### config.mk
export PLATFORM = sky130hd
export DESIGN_NAME = stream_decimation_rate_gate
export DESIGN_NICKNAME = d
export VERILOG_FILES = /design/src/sv/sdrg_pkg.sv /design/src/sv/sdrg_ctrl.sv /design/src/sv/sdrg_dp.sv /design/src/sv/stream_decimation_rate_gate.sv
export SDC_FILE = /design/constraint.sdc
export NUM_CORES = 2
export LEC_CHECK = 0
export BUFFER_PORTS_ARGS = -buffer_cell sky130_fd_sc_hd__buf_2
export CAP_MARGIN = 20
export CELL_PAD_IN_SITES_DETAIL_PLACEMENT = 1
export CELL_PAD_IN_SITES_GLOBAL_PLACEMENT = 2
export CORE_AREA = 2 2 513 515
export DETAILED_ROUTE_END_ITERATION = 6
export DIE_AREA = 0 0 515 517
export GPL_TIMING_DRIVEN = 0
export PLACE_DENSITY = 0.79
export SETUP_SLACK_MARGIN = 0.3
export SYNTH_ARGS = -nofsm -noshare
export SYNTH_HDL_FRONTEND = slang
export SYNTH_SLANG_ARGS = --single-unit
### constraint.sdc
create_clock -name clk_i -period 10.7 [get_ports clk_i]
set_input_delay 1.07 -clock clk_i [delete_from_list [all_inputs] [get_ports clk_i]]
set_output_delay 1.07 -clock clk_i [all_outputs]
set_load 0.1 [all_outputs]
### src/sv/sdrg_pkg.sv
// ----------------------------------------------------------------------------
// sdrg_pkg
// Shared types and constants for the stream decimation and rate gate.
// ----------------------------------------------------------------------------
package sdrg_pkg;

  // table geometry
  localparam int STREAMS = 16;
  localparam int IDX_W   = 4;
  localparam int CNT_W   = 32;
  localparam int TS_W    = 64;
  localparam int DEC_W   = 16;
  localparam int PER_W   = 32;
  localparam int ACT_W   = 3;
  localparam int STAT_W  = 2;
  localparam int STEP_W  = $clog2(CNT_W);

  // input beat layout, lowest bit first
  localparam int IDX_LSB    = 0;
  localparam int TS_LSB     = IDX_LSB + IDX_W;
  localparam int EN_LSB     = TS_LSB + TS_W;
  localparam int DEC_LSB    = EN_LSB + 1;
  localparam int PER_LSB    = DEC_LSB + DEC_W;
  localparam int IN_USED_W  = PER_LSB + PER_W;
  localparam int IN_DATA_W  = ((IN_USED_W + 7) / 8) * 8;

  // output beat layout
  localparam int OUT_USED_W = 1 + STAT_W + 1;
  localparam int OUT_DATA_W = ((OUT_USED_W + 7) / 8) * 8;

  typedef enum logic [ACT_W-1:0] {
    ACT_COUNT    = 3'd0,
    ACT_TIMED    = 3'd1,
    ACT_RECORD   = 3'd2,
    ACT_CONFIG   = 3'd3,
    ACT_CLEAR    = 3'd4,
    ACT_FREEZE   = 3'd5,
    ACT_UNFREEZE = 3'd6
  } act_e;

  typedef enum logic [STAT_W-1:0] {
    STAT_OK        = 2'd0,
    STAT_INVALID   = 2'd1,
    STAT_BAD_STATE = 2'd2
  } stat_e;

  typedef enum logic [2:0] {
    ST_IDLE,
    ST_READ,
    ST_CHECK,
    ST_DIV,
    ST_COMMIT
  } state_e;

  // controller to datapath
  typedef struct packed {
    logic capture;
    logic read;
    logic check;
    logic div_start;
    logic div_step;
    logic commit;
  } cmd_t;

  // datapath to controller
  typedef struct packed {
    logic run;
    logic div_last;
    logic out_free;
  } sts_t;

endpackage

### src/sv/sdrg_ctrl.sv
// ----------------------------------------------------------------------------
// sdrg_ctrl
// Sequencer: accept, table read, due check, modulo steps, commit.
// ----------------------------------------------------------------------------
module sdrg_ctrl (
  input  logic          clk_i,
  input  logic          rst_ni,
  input  logic          in_valid_i,
  output logic          in_ready_o,
  input  sdrg_pkg::sts_t sts_i,
  output sdrg_pkg::cmd_t cmd_o
);

  sdrg_pkg::state_e state_q, state_d;

  // state register
  always_ff @(posedge clk_i or negedge rst_ni) begin
    if (!rst_ni) begin
      state_q <= sdrg_pkg::ST_IDLE;
    end else begin
      state_q <= state_d;
    end
  end

  // next state and commands
  always_comb begin
    state_d    = state_q;
    cmd_o      = '0;
    in_ready_o = 1'b0;
    unique case (state_q)
      sdrg_pkg::ST_IDLE: begin
        in_ready_o = 1'b1;
        if (in_valid_i) begin
          cmd_o.capture = 1'b1;
          state_d       = sdrg_pkg::ST_READ;
        end
      end
      sdrg_pkg::ST_READ: begin
        cmd_o.read = 1'b1;
        state_d    = sdrg_pkg::ST_CHECK;
      end
      sdrg_pkg::ST_CHECK: begin
        cmd_o.check = 1'b1;
        if (sts_i.run) begin
          cmd_o.div_start = 1'b1;
          state_d         = sdrg_pkg::ST_DIV;
        end else begin
          state_d = sdrg_pkg::ST_COMMIT;
        end
      end
      sdrg_pkg::ST_DIV: begin
        cmd_o.div_step = 1'b1;
        if (sts_i.div_last) begin
          state_d = sdrg_pkg::ST_COMMIT;
        end
      end
      sdrg_pkg::ST_COMMIT: begin
        if (sts_i.out_free) begin
          cmd_o.commit = 1'b1;
          state_d      = sdrg_pkg::ST_IDLE;
        end
      end
      default: begin
        state_d = sdrg_pkg::ST_IDLE;
      end
    endcase
  end

endmodule

### src/sv/sdrg_dp.sv
// ----------------------------------------------------------------------------
// sdrg_dp
// Stream table, due check, bit-serial modulo and output register.
// ----------------------------------------------------------------------------
module sdrg_dp (
  input  logic                            clk_i,
  input  logic                            rst_ni,
  input  sdrg_pkg::cmd_t                  cmd_i,
  output sdrg_pkg::sts_t                  sts_o,
  input  logic [sdrg_pkg::ACT_W-1:0]      in_action_i,
  input  logic [sdrg_pkg::IN_DATA_W-1:0]  in_data_i,
  output logic                            out_valid_o,
  input  logic                            out_ready_i,
  output logic [sdrg_pkg::OUT_DATA_W-1:0] out_data_o
);

  localparam int IDX_W = sdrg_pkg::IDX_W;
  localparam int CNT_W = sdrg_pkg::CNT_W;
  localparam int TS_W  = sdrg_pkg::TS_W;
  localparam int DEC_W = sdrg_pkg::DEC_W;
  localparam int PER_W = sdrg_pkg::PER_W;

  // stream table
  logic [CNT_W-1:0] count_mem [sdrg_pkg::STREAMS];
  logic [TS_W-1:0]  last_mem  [sdrg_pkg::STREAMS];
  logic             tv_mem    [sdrg_pkg::STREAMS];
  logic             on_mem    [sdrg_pkg::STREAMS];
  logic [DEC_W-1:0] dec_mem   [sdrg_pkg::STREAMS];
  logic [PER_W-1:0] per_mem   [sdrg_pkg::STREAMS];
  logic             frozen_q;

  // captured item
  logic [sdrg_pkg::ACT_W-1:0] act_q;
  logic [IDX_W-1:0]           idx_q;
  logic [TS_W-1:0]            ts_q;
  logic                       new_en_q;
  logic [DEC_W-1:0]           new_dec_q;
  logic [PER_W-1:0]           new_per_q;

  // entry snapshot
  logic [CNT_W-1:0] count_q;
  logic [TS_W-1:0]  last_q;
  logic             tv_q;
  logic             on_q;
  logic [DEC_W-1:0] dec_q;
  logic [PER_W-1:0] per_q;

  // modulo unit
  logic [DEC_W-1:0]  rem_q;
  logic [CNT_W-1:0]  dvd_q;
  logic [sdrg_pkg::STEP_W-1:0] step_q;
  logic              run_q;

  // output register
  logic                   out_valid_q;
  logic                   emit_q;
  sdrg_pkg::stat_e        stat_q;
  logic                   oen_q;

  logic             valid;
  logic             due;
  logic             run;
  logic [DEC_W-1:0] dec_eff;
  logic [DEC_W:0]   trial;
  logic             trial_ge;
  logic             fire;
  logic             cfg_ok;
  sdrg_pkg::stat_e  stat;
  logic             oen;
  logic [TS_W-1:0]  elapsed;

  assign valid = ({1'b0, idx_q} < (IDX_W + 1)'(sdrg_pkg::STREAMS));

  // due check on the snapshot
  assign elapsed = ts_q - last_q;
  assign due = (per_q == '0) || !tv_q || (ts_q < last_q) ||
               (elapsed >= {{(TS_W - PER_W){1'b0}}, per_q});
  assign run = valid && on_q &&
               ((act_q == sdrg_pkg::ACT_COUNT) ||
                ((act_q == sdrg_pkg::ACT_TIMED) && due));

  // one restoring remainder step
  assign dec_eff  = (dec_q == '0) ? DEC_W'(1) : dec_q;
  assign trial    = {rem_q, dvd_q[CNT_W-1]};
  assign trial_ge = (trial >= {1'b0, dec_eff});

  // result decode
  assign fire   = run_q && (rem_q == '0);
  assign cfg_ok = valid && (new_dec_q != '0) && !frozen_q;

  always_comb begin
    case (act_q) inside
      sdrg_pkg::ACT_CONFIG: begin
        if ((new_dec_q == '0) || !valid) begin
          stat = sdrg_pkg::STAT_INVALID;
        end else if (frozen_q) begin
          stat = sdrg_pkg::STAT_BAD_STATE;
        end else begin
          stat = sdrg_pkg::STAT_OK;
        end
      end
      sdrg_pkg::ACT_COUNT, sdrg_pkg::ACT_TIMED, sdrg_pkg::ACT_RECORD,
      sdrg_pkg::ACT_CLEAR, sdrg_pkg::ACT_FREEZE, sdrg_pkg::ACT_UNFREEZE: begin
        stat = sdrg_pkg::STAT_OK;
      end
      default: begin
        stat = sdrg_pkg::STAT_INVALID;
      end
    endcase
  end

  assign oen = !valid ? 1'b0 :
               ((act_q == sdrg_pkg::ACT_CONFIG) && cfg_ok) ? new_en_q : on_q;

  // item capture, entry snapshot and modulo steps
  always_ff @(posedge clk_i) begin
    if (cmd_i.capture) begin
      act_q     <= in_action_i;
      idx_q     <= in_data_i[sdrg_pkg::IDX_LSB +: IDX_W];
      ts_q      <= in_data_i[sdrg_pkg::TS_LSB +: TS_W];
      new_en_q  <= in_data_i[sdrg_pkg::EN_LSB];
      new_dec_q <= in_data_i[sdrg_pkg::DEC_LSB +: DEC_W];
      new_per_q <= in_data_i[sdrg_pkg::PER_LSB +: PER_W];
    end
    if (cmd_i.read) begin
      count_q <= count_mem[idx_q];
      last_q  <= last_mem[idx_q];
      tv_q    <= tv_mem[idx_q];
      on_q    <= on_mem[idx_q];
      dec_q   <= dec_mem[idx_q];
      per_q   <= per_mem[idx_q];
    end
    if (cmd_i.check) begin
      run_q <= run;
    end
    if (cmd_i.div_start) begin
      rem_q  <= '0;
      dvd_q  <= count_q;
      step_q <= '0;
    end else if (cmd_i.div_step) begin
      rem_q  <= trial_ge ? DEC_W'(trial - {1'b0, dec_eff}) : trial[DEC_W-1:0];
      dvd_q  <= {dvd_q[CNT_W-2:0], 1'b0};
      step_q <= step_q + 1'b1;
    end
    if (cmd_i.commit) begin
      emit_q <= fire;
      stat_q <= stat;
      oen_q  <= oen;
    end
  end

  // table update
  always_ff @(posedge clk_i or negedge rst_ni) begin
    if (!rst_ni) begin
      for (int i = 0; i < sdrg_pkg::STREAMS; i++) begin
        count_mem[i] <= '0;
        last_mem[i]  <= '0;
        tv_mem[i]    <= 1'b0;
        on_mem[i]    <= 1'b0;
        dec_mem[i]   <= DEC_W'(1);
        per_mem[i]   <= '0;
      end
      frozen_q <= 1'b0;
    end else if (cmd_i.commit) begin
      if (run_q) begin
        count_mem[idx_q] <= count_q + 1'b1;
      end
      case (act_q)
        sdrg_pkg::ACT_RECORD: begin
          if (valid) begin
            last_mem[idx_q] <= ts_q;
            tv_mem[idx_q]   <= 1'b1;
          end
        end
        sdrg_pkg::ACT_CONFIG: begin
          if (cfg_ok) begin
            on_mem[idx_q]    <= new_en_q;
            dec_mem[idx_q]   <= new_dec_q;
            per_mem[idx_q]   <= new_per_q;
            count_mem[idx_q] <= '0;
            tv_mem[idx_q]    <= 1'b0;
          end
        end
        sdrg_pkg::ACT_CLEAR: begin
          for (int i = 0; i < sdrg_pkg::STREAMS; i++) begin
            count_mem[i] <= '0;
            tv_mem[i]    <= 1'b0;
          end
        end
        sdrg_pkg::ACT_FREEZE: begin
          frozen_q <= 1'b1;
        end
        sdrg_pkg::ACT_UNFREEZE: begin
          frozen_q <= 1'b0;
        end
        default: begin
        end
      endcase
    end
  end

  // output beat holding register
  always_ff @(posedge clk_i or negedge rst_ni) begin
    if (!rst_ni) begin
      out_valid_q <= 1'b0;
    end else if (cmd_i.commit) begin
      out_valid_q <= 1'b1;
    end else if (out_ready_i) begin
      out_valid_q <= 1'b0;
    end
  end

  assign out_valid_o = out_valid_q;
  assign out_data_o  = {{(sdrg_pkg::OUT_DATA_W - sdrg_pkg::OUT_USED_W){1'b0}},
                        oen_q, stat_q, emit_q};

  assign sts_o.run      = run;
  assign sts_o.div_last = (step_q == sdrg_pkg::STEP_W'(CNT_W - 1));
  assign sts_o.out_free = !out_valid_q || out_ready_i;

  // only the two gates may let a record through
  assert property (@(posedge clk_i) disable iff (!rst_ni)
    (cmd_i.commit && fire) |->
      ((act_q == sdrg_pkg::ACT_COUNT) || (act_q == sdrg_pkg::ACT_TIMED)))
    else $error("emit raised for a non-gate action");

  // freeze takes effect right after commit
  assert property (@(posedge clk_i) disable iff (!rst_ni)
    (cmd_i.commit && (act_q == sdrg_pkg::ACT_FREEZE)) |=> frozen_q)
    else $error("freeze did not set the frozen flag");

  // clear leaves the addressed stream with no count and no time
  assert property (@(posedge clk_i) disable iff (!rst_ni)
    (cmd_i.commit && (act_q == sdrg_pkg::ACT_CLEAR)) |=>
      ((count_mem[idx_q] == '0) && !tv_mem[idx_q]))
    else $error("clear left a count or a time behind");

  // a committed result always shows on the output
  assert property (@(posedge clk_i) disable iff (!rst_ni)
    cmd_i.commit |=> out_valid_q)
    else $error("committed result not presented");

endmodule

### src/sv/stream_decimation_rate_gate.sv
// ----------------------------------------------------------------------------
// stream_decimation_rate_gate
// Per-stream decimation and minimum-period gate for log records.
// ----------------------------------------------------------------------------
//
//  channel   dir  handshake                       payload
//  s_axis    in   s_axis_tvalid_i/s_axis_tready_o  tuser action, tdata item
//  m_axis    out  m_axis_tvalid_o/m_axis_tready_i  tdata emit/status/enabled
//
//  a gate on an enabled, due stream goes through table read, due check,
//  32 steps of the bit-serial remainder unit and commit before its result
//  shows; every other item goes through table read, due check and commit;
//  the next beat is taken only after the previous one is committed; one
//  item is in work at a time
//  reset clears the whole stream table at once: streams disabled,
//  decimation one, no counts, no times, table unfrozen
//  a result waiting on m_axis does not block a new accept; commit of the
//  following result waits until the output register is free
//
module stream_decimation_rate_gate (
  input  logic                            clk_i,
  input  logic                            rst_ni,
  input  logic                            s_axis_tvalid_i,
  output logic                            s_axis_tready_o,
  // action
  input  logic [sdrg_pkg::ACT_W-1:0]      s_axis_tuser_i,
  // stream_index, timestamp, new_enabled, new_decimation, new_period, pad
  input  logic [sdrg_pkg::IN_DATA_W-1:0]  s_axis_tdata_i,
  output logic                            m_axis_tvalid_o,
  input  logic                            m_axis_tready_i,
  // emit, status, stream_enabled, pad
  output logic [sdrg_pkg::OUT_DATA_W-1:0] m_axis_tdata_o
);

  sdrg_pkg::cmd_t cmd;
  sdrg_pkg::sts_t sts;

  // sequencer
  sdrg_ctrl u_ctrl (
    .clk_i      (clk_i),
    .rst_ni     (rst_ni),
    .in_valid_i (s_axis_tvalid_i),
    .in_ready_o (s_axis_tready_o),
    .sts_i      (sts),
    .cmd_o      (cmd)
  );

  // table and arithmetic
  sdrg_dp u_dp (
    .clk_i       (clk_i),
    .rst_ni      (rst_ni),
    .cmd_i       (cmd),
    .sts_o       (sts),
    .in_action_i (s_axis_tuser_i),
    .in_data_i   (s_axis_tdata_i),
    .out_valid_o (m_axis_tvalid_o),
    .out_ready_i (m_axis_tready_i),
    .out_data_o  (m_axis_tdata_o)
  );

endmodule

* Word level (Yosys, flattened, before mapping)
Index checks and enable logic that the tools add are counted.
Storage, ports and cells: output and inout bits 10, bits of input ports 127, bits in registers 2665, word-level logic and storage cells 242
Operators by class: order comparisons 5, bitwise logic cells 6, equality and inequality tests 15, reductions and logical operators 31, $add $sub $neg 4, mux-type cells 63
Operators by type and width (number):
- 512-bit two-way mux | 3
- 1024-bit bitwise mux | 1
- 512-bit bitwise mux | 2
- 512-bit case mux with 2 select lines | 1
- 512-bit bitwise AND | 1
- 512-bit inverter | 1
- 32-bit binary-select mux with 4-bit select | 2
- 64-bit binary-select mux with 4-bit select | 1
- 256-bit bitwise mux | 1
- 64-bit demux with 4-bit select | 1
- 32-bit two-way mux | 7
- 64-bit two-way mux | 3
- 32-bit demux with 4-bit select | 1
- 16-bit two-way mux | 6
- 16-bit binary-select mux with 4-bit select | 1
- 16-bit demux with 4-bit select | 1
- 64-bit by 32-bit greater-or-equal comparator with 1-bit output | 1
- 64-bit < comparator | 1
- 64-bit subtractor | 1
- 16-bit logical NOT | 3
- 16-bit case mux with 3 select lines | 1
- 32-bit by 1-bit adder with 32-bit output (second input constant) | 1
- 32-bit logical NOT | 1
- 17-bit by 16-bit greater-or-equal comparator with 1-bit output | 1
- 32 further kinds | 81

* Depth between registers and ports, before layout
depth in word-level cells 11, depth in mapped cells 26, mapped depth without buffers 24

* Cells and area by module
From an unflattened synthesis, not the netlist that was laid out.
Unflattened totals: cell total of the unflattened synthesis 8190, area total of the unflattened synthesis 120156.5 µm²
Modules (own cells, without submodules):
- sdrg_dp | cells an instance 8162, instances 1, sequential area each 68045.3 µm², area an instance 119920.0 µm²
- sdrg_ctrl | cells an instance 28, instances 1, sequential area each 75.1 µm², area an instance 236.5 µm²

* Worst setup path before layout
Ideal clock, no wire load.
path type register to register, start point register u_ctrl.state_q[0], end point register u_dp.count_q[0], enable pin, period minus slack after synthesis 7.733 ns, library setup time 0.668 ns, data arrival time 7.065 ns, data required time 10.032 ns, stages on the path, launching flop included 3, path slack 2.967 ns, path buffers 0, cells stage by stage dfrtp_1 -> nor2b_1 -> nor2b_1
On the way: cells in the longest elaborated chain, start to end 2
Ends and longest elaborated chain:
- start, declared | line sdrg_ctrl.sv:14 | sdrg_pkg::state_e state_q, state_d;
- start signal, assigned | line sdrg_ctrl.sv:19 | state_q <= sdrg_pkg::ST_IDLE;
- start signal, assigned | line sdrg_ctrl.sv:21 | state_q <= state_d;
- 3-bit by 1-bit equality test with 1-bit output | line sdrg_ctrl.sv:30 | unique case (state_q)
- 1-bit two-way mux | line sdrg_ctrl.sv:30
- end signal, assigned | line sdrg_dp.sv:126 | count_q <= count_mem[idx_q];
- end, declared | line sdrg_dp.sv:41 | logic [CNT_W-1:0] count_q;
Every way passes these cells. A chain may end at the register's enable or synchronous reset.

* Final worst setup path
start point register u_dp.ts_q[0], end point register u_dp.dvd_q[12], enable pin
On the way: cells in the longest elaborated chain, start to end 9, elaborated cells on any way between the ends 11, classes of those cells add/sub: 1; order compare: 2; mux: 2; reduce/logical: 6
Ends and longest elaborated chain:
- start, declared | line sdrg_dp.sv:35 | logic [TS_W-1:0] ts_q;
- start signal, assigned | line sdrg_dp.sv:120 | ts_q <= in_data_i[sdrg_pkg::TS_LSB +: TS_W];
- 64-bit subtractor or 64-bit < comparator (tied branches) | line sdrg_dp.sv:75, sdrg_dp.sv:76
- 64-bit by 32-bit greater-or-equal comparator with 1-bit output or 1-bit logical OR (tied branches) | line sdrg_dp.sv:77, sdrg_dp.sv:76
- 1-bit logical OR * | line sdrg_dp.sv:76 | assign due = (per_q == '0) || !tv_q || (ts_q < last_q) ||
- 1-bit logical AND * | line sdrg_dp.sv:80 | ((act_q == sdrg_pkg::ACT_TIMED) && due));
- 1-bit logical OR * | line sdrg_dp.sv:79 | ((act_q == sdrg_pkg::ACT_COUNT) ||
- 1-bit logical AND * | line sdrg_dp.sv:78 | assign run = valid && on_q &&
- 1-bit two-way mux * | line sdrg_ctrl.sv:44 | if (sts_i.run) begin
- 2-bit two-way mux * | line sdrg_ctrl.sv:30
- 2-bit nonzero test (no source line) *
- end signal, assigned | line sdrg_dp.sv:138 | dvd_q <= count_q;
- end signal, assigned | line sdrg_dp.sv:142 | dvd_q <= {dvd_q[CNT_W-2:0], 1'b0};
- end, declared | line sdrg_dp.sv:50 | logic [CNT_W-1:0] dvd_q;
Every way passes the cells marked *; elsewhere a longest branch is shown, timed or not.

==> impl_metrics.toml <==
[cells_and_area]
drive_gt1_share_pct = 36.6
fillers = 24900
nets = 9139
final_util_pct = 53.2
final_cell_mix = "2325 x dfrtp_1, 1782 x mux2_2, 730 x mux4_2"
mostFrequentLayoutCell = "dfrtp_1"
multi_input_area_um2 = 50600
regArea_um2 = 68100
areaGrowthSynthToFinish_pct = 14.0

[detailed_routing]
drc = 0
drtPass1Iterations = 6
ant_nets = 0
drt-initial-drc-count = 5856
vias_per_cell = 6.14
routedWlPerCell_um = 30.9
num_vias = 77100
wirelength_um = 388000

[cts]
cts_tree = "done"
h-tree-depth = 5
root_buffer = "clkbuf_16"
cts_setup_buffers = 0
numCtsBuffers = 297
numClockSinks = 2665
ctsLongestPathBuffers = 4
cts-hold-fix-buffers = 0
insertion_delay_ps = 920
clk_pin_slew_ps = 60
post_cts_resize_count = 0

[sta]
maxSlewHeadroom_pct = 15.5
tightest_slew_ps = 1260
hold_viol_final = 0
skew_ps = 37.6
fmax_ghz = 0.118
period_needed_ps = 8450
timing.final.max_slew_violations = 0
rsz0062_at_grt = "no"
period_share_pct = 78.9
report.final.setup_viol = 0
setup_tns_ps = 0

[grt]
met2_usage_pct = 47.3
grt_pass1_vias = 84200
grt_usage_pct = 29.3
antenna_found_initial = 18
overflow = 0
use_met1_pct = 39.9
grt_pass1_wl_um = 575000
use_met3_pct = 4.96
grt_max_degree = 179
top_usage_layer = "met2"

[die]
dieHeight_um = 517
ios = 137
dieWidth_um = 515
row_count = 188
design.core.area_um2 = 261000
dieArea_um2 = 266000
initial_core_util_pct = 46.7

[setup_path]
r2r-end = "u_dp.dvd_q[12]"
cpMostUsedCell = "a21oi_1"
start_kind = "flip-flop"
crit_required_ps = 11330
crit_type = "reg2reg"
critPathCaptureType = "flip-flop"
cpPeakStageDelay_ps = 860
crit_slowest_cell = "nor4b_4"
path_max_fanout = 17
rrSetupSlack_ps = 2250
r2r_start = "u_dp.ts_q[0]"
crit_arrival_ps = 9070
reg2reg_depth = 26

[worst_hold_path]
min_path_type = "in2async"

[place]
dp.final_hpwl_um = 276000
io_buffer_count = 129
routabilityCongestion = 0.886

[run_status]
status = "finished clean"

[yosys]
async_flop_share_pct = 87.8
synthFlopType = "dfrtp_1"
synth_cell_types = 83
synthCells = 8343
synth.cell_area_um2 = 122000
avgSynthCellArea_um2 = 14.6
ys_seq_area_share_pct = 55.9
synth-seq-cells = 2665
yosysWarnings = 0
synth_edf_count = 303

[pwr]
p_leak_nw = 63.2
power_w = 0.0311
p_per_area_nw_per_um2 = 224
ir_drop_v = 0.000154

[run]
maxCapViolCount = 0
## per-layer routing
layer,wire length (µm),vias up
met5,61,-
met4,15800,8
met3,22700,648
met2,184000,2151
met1,165000,42100
li1,-,32200
## through the flow
| step | setup slack (ps) | instances | cell area [µm²] | hold WS (ps) |
|---|---|---|---|---|
| finish | 2250 | 12600 | 139000 | 107 |
| global route | 1820 | 12600 | 139000 | 189 |
| CTS | 2330 | 12500 | 139000 | 131 |
| detailed placement | 2410 | 12000 | 129000 | 469 |
| global placement | -42850 | 11900 | 127000 | 456 |
| floorplan | 2970 | 8346 | 122000 | 445 |
## cell families after synthesis
| family | synth area share (%) |
|---|---|
| flip-flops | 55.9 |
| multiplexers | 30.5 |
| AND/OR/NAND/NOR | 3.99 |
| AO/OA/AOI/OAI | 5.15 |
| buffers and inverters | 2.68 |
| adder cells (fa/ha/maj) | 1.21 |
| XOR/XNOR | 0.603 |
| other | 0.00308 |
## state kept, by name (all words and copies together) (netlist names), 32 cells and up
register	cells
u_dp.last_mem	1024
u_dp.count_q	32
u_dp.last_q	64
u_dp.per_mem	512
u_dp.ts_q	64
u_dp.new_per_q	32
u_dp.dvd_q	32
u_dp.count_mem	512
u_dp.per_q	32
u_dp.dec_mem	256
## worst max path at each step
| stage | startpoint | end | slack [ps] | cells past startpoint |
|---|---|---|---|---|
| floorplan | u_ctrl.state_q[0] | u_dp.count_q[0] | 2970 | 2 |
| global placement | rst_ni | u_dp.per_mem[25] | -42850 | 1 |
| detailed placement | u_dp.ts_q[0] | u_dp.dvd_q[16] | 2410 | 26 |
| CTS | u_dp.ts_q[0] | u_dp.dvd_q[14] | 2330 | 26 |
| global route | u_dp.ts_q[0] | u_dp.dvd_q[12] | 1820 | 26 |
| finish | u_dp.ts_q[0] | u_dp.dvd_q[12] | 2250 | 26 |
## worst max-delay path, delay by kind of cell, from the launching register on
family | cells | cell delay, ps
compound gates | 8 | 2140
flops | 1 | 550
simple gates | 10 | 3180
fa+ha+maj | 3 | 820
buf+inv | 4 | 1280
xor+xnor | 1 | 150
## power by group
part           switching (W)  total, W  internal, W
clock                0.00432    0.0104      0.00604
combinational        0.00448   0.00760      0.00313
sequential           0.00121    0.0131       0.0119
## final cells by class
class / instances / area share (%)
Multi-Input combinational cell: 4830 / 36.4
Clock buffer: 435 / 6.32
Buffer: 703 / 1.97
Tap cell: 3420 / 3.08
Sequential cell: 2665 / 49.0
Timing Repair Buffer: 250 / 2.01
Antenna cell: 5 / 0.00900
Clock inverter: 111 / 0.795
Inverter: 148 / 0.400
## Yosys cell counts (all sizes together) (115+ instances only)
| cell type | n | area (µm²) |
|---|---|---|
| inv | 148 | 556 |
| dfrtp | 2325 | 58200 |
| mux4 | 730 | 16400 |
| a211oi | 426 | 3210 |
| ha | 115 | 1440 |
| a21oi | 127 | 658 |
| nand2 | 310 | 1170 |
| o21ai | 196 | 985 |
| clkbuf | 600 | 2250 |
| nor2 | 576 | 2160 |
| edfxtp | 303 | 9100 |
| mux2 | 1808 | 20500 |
Note: power is estimated with default switching activity, not from simulation.
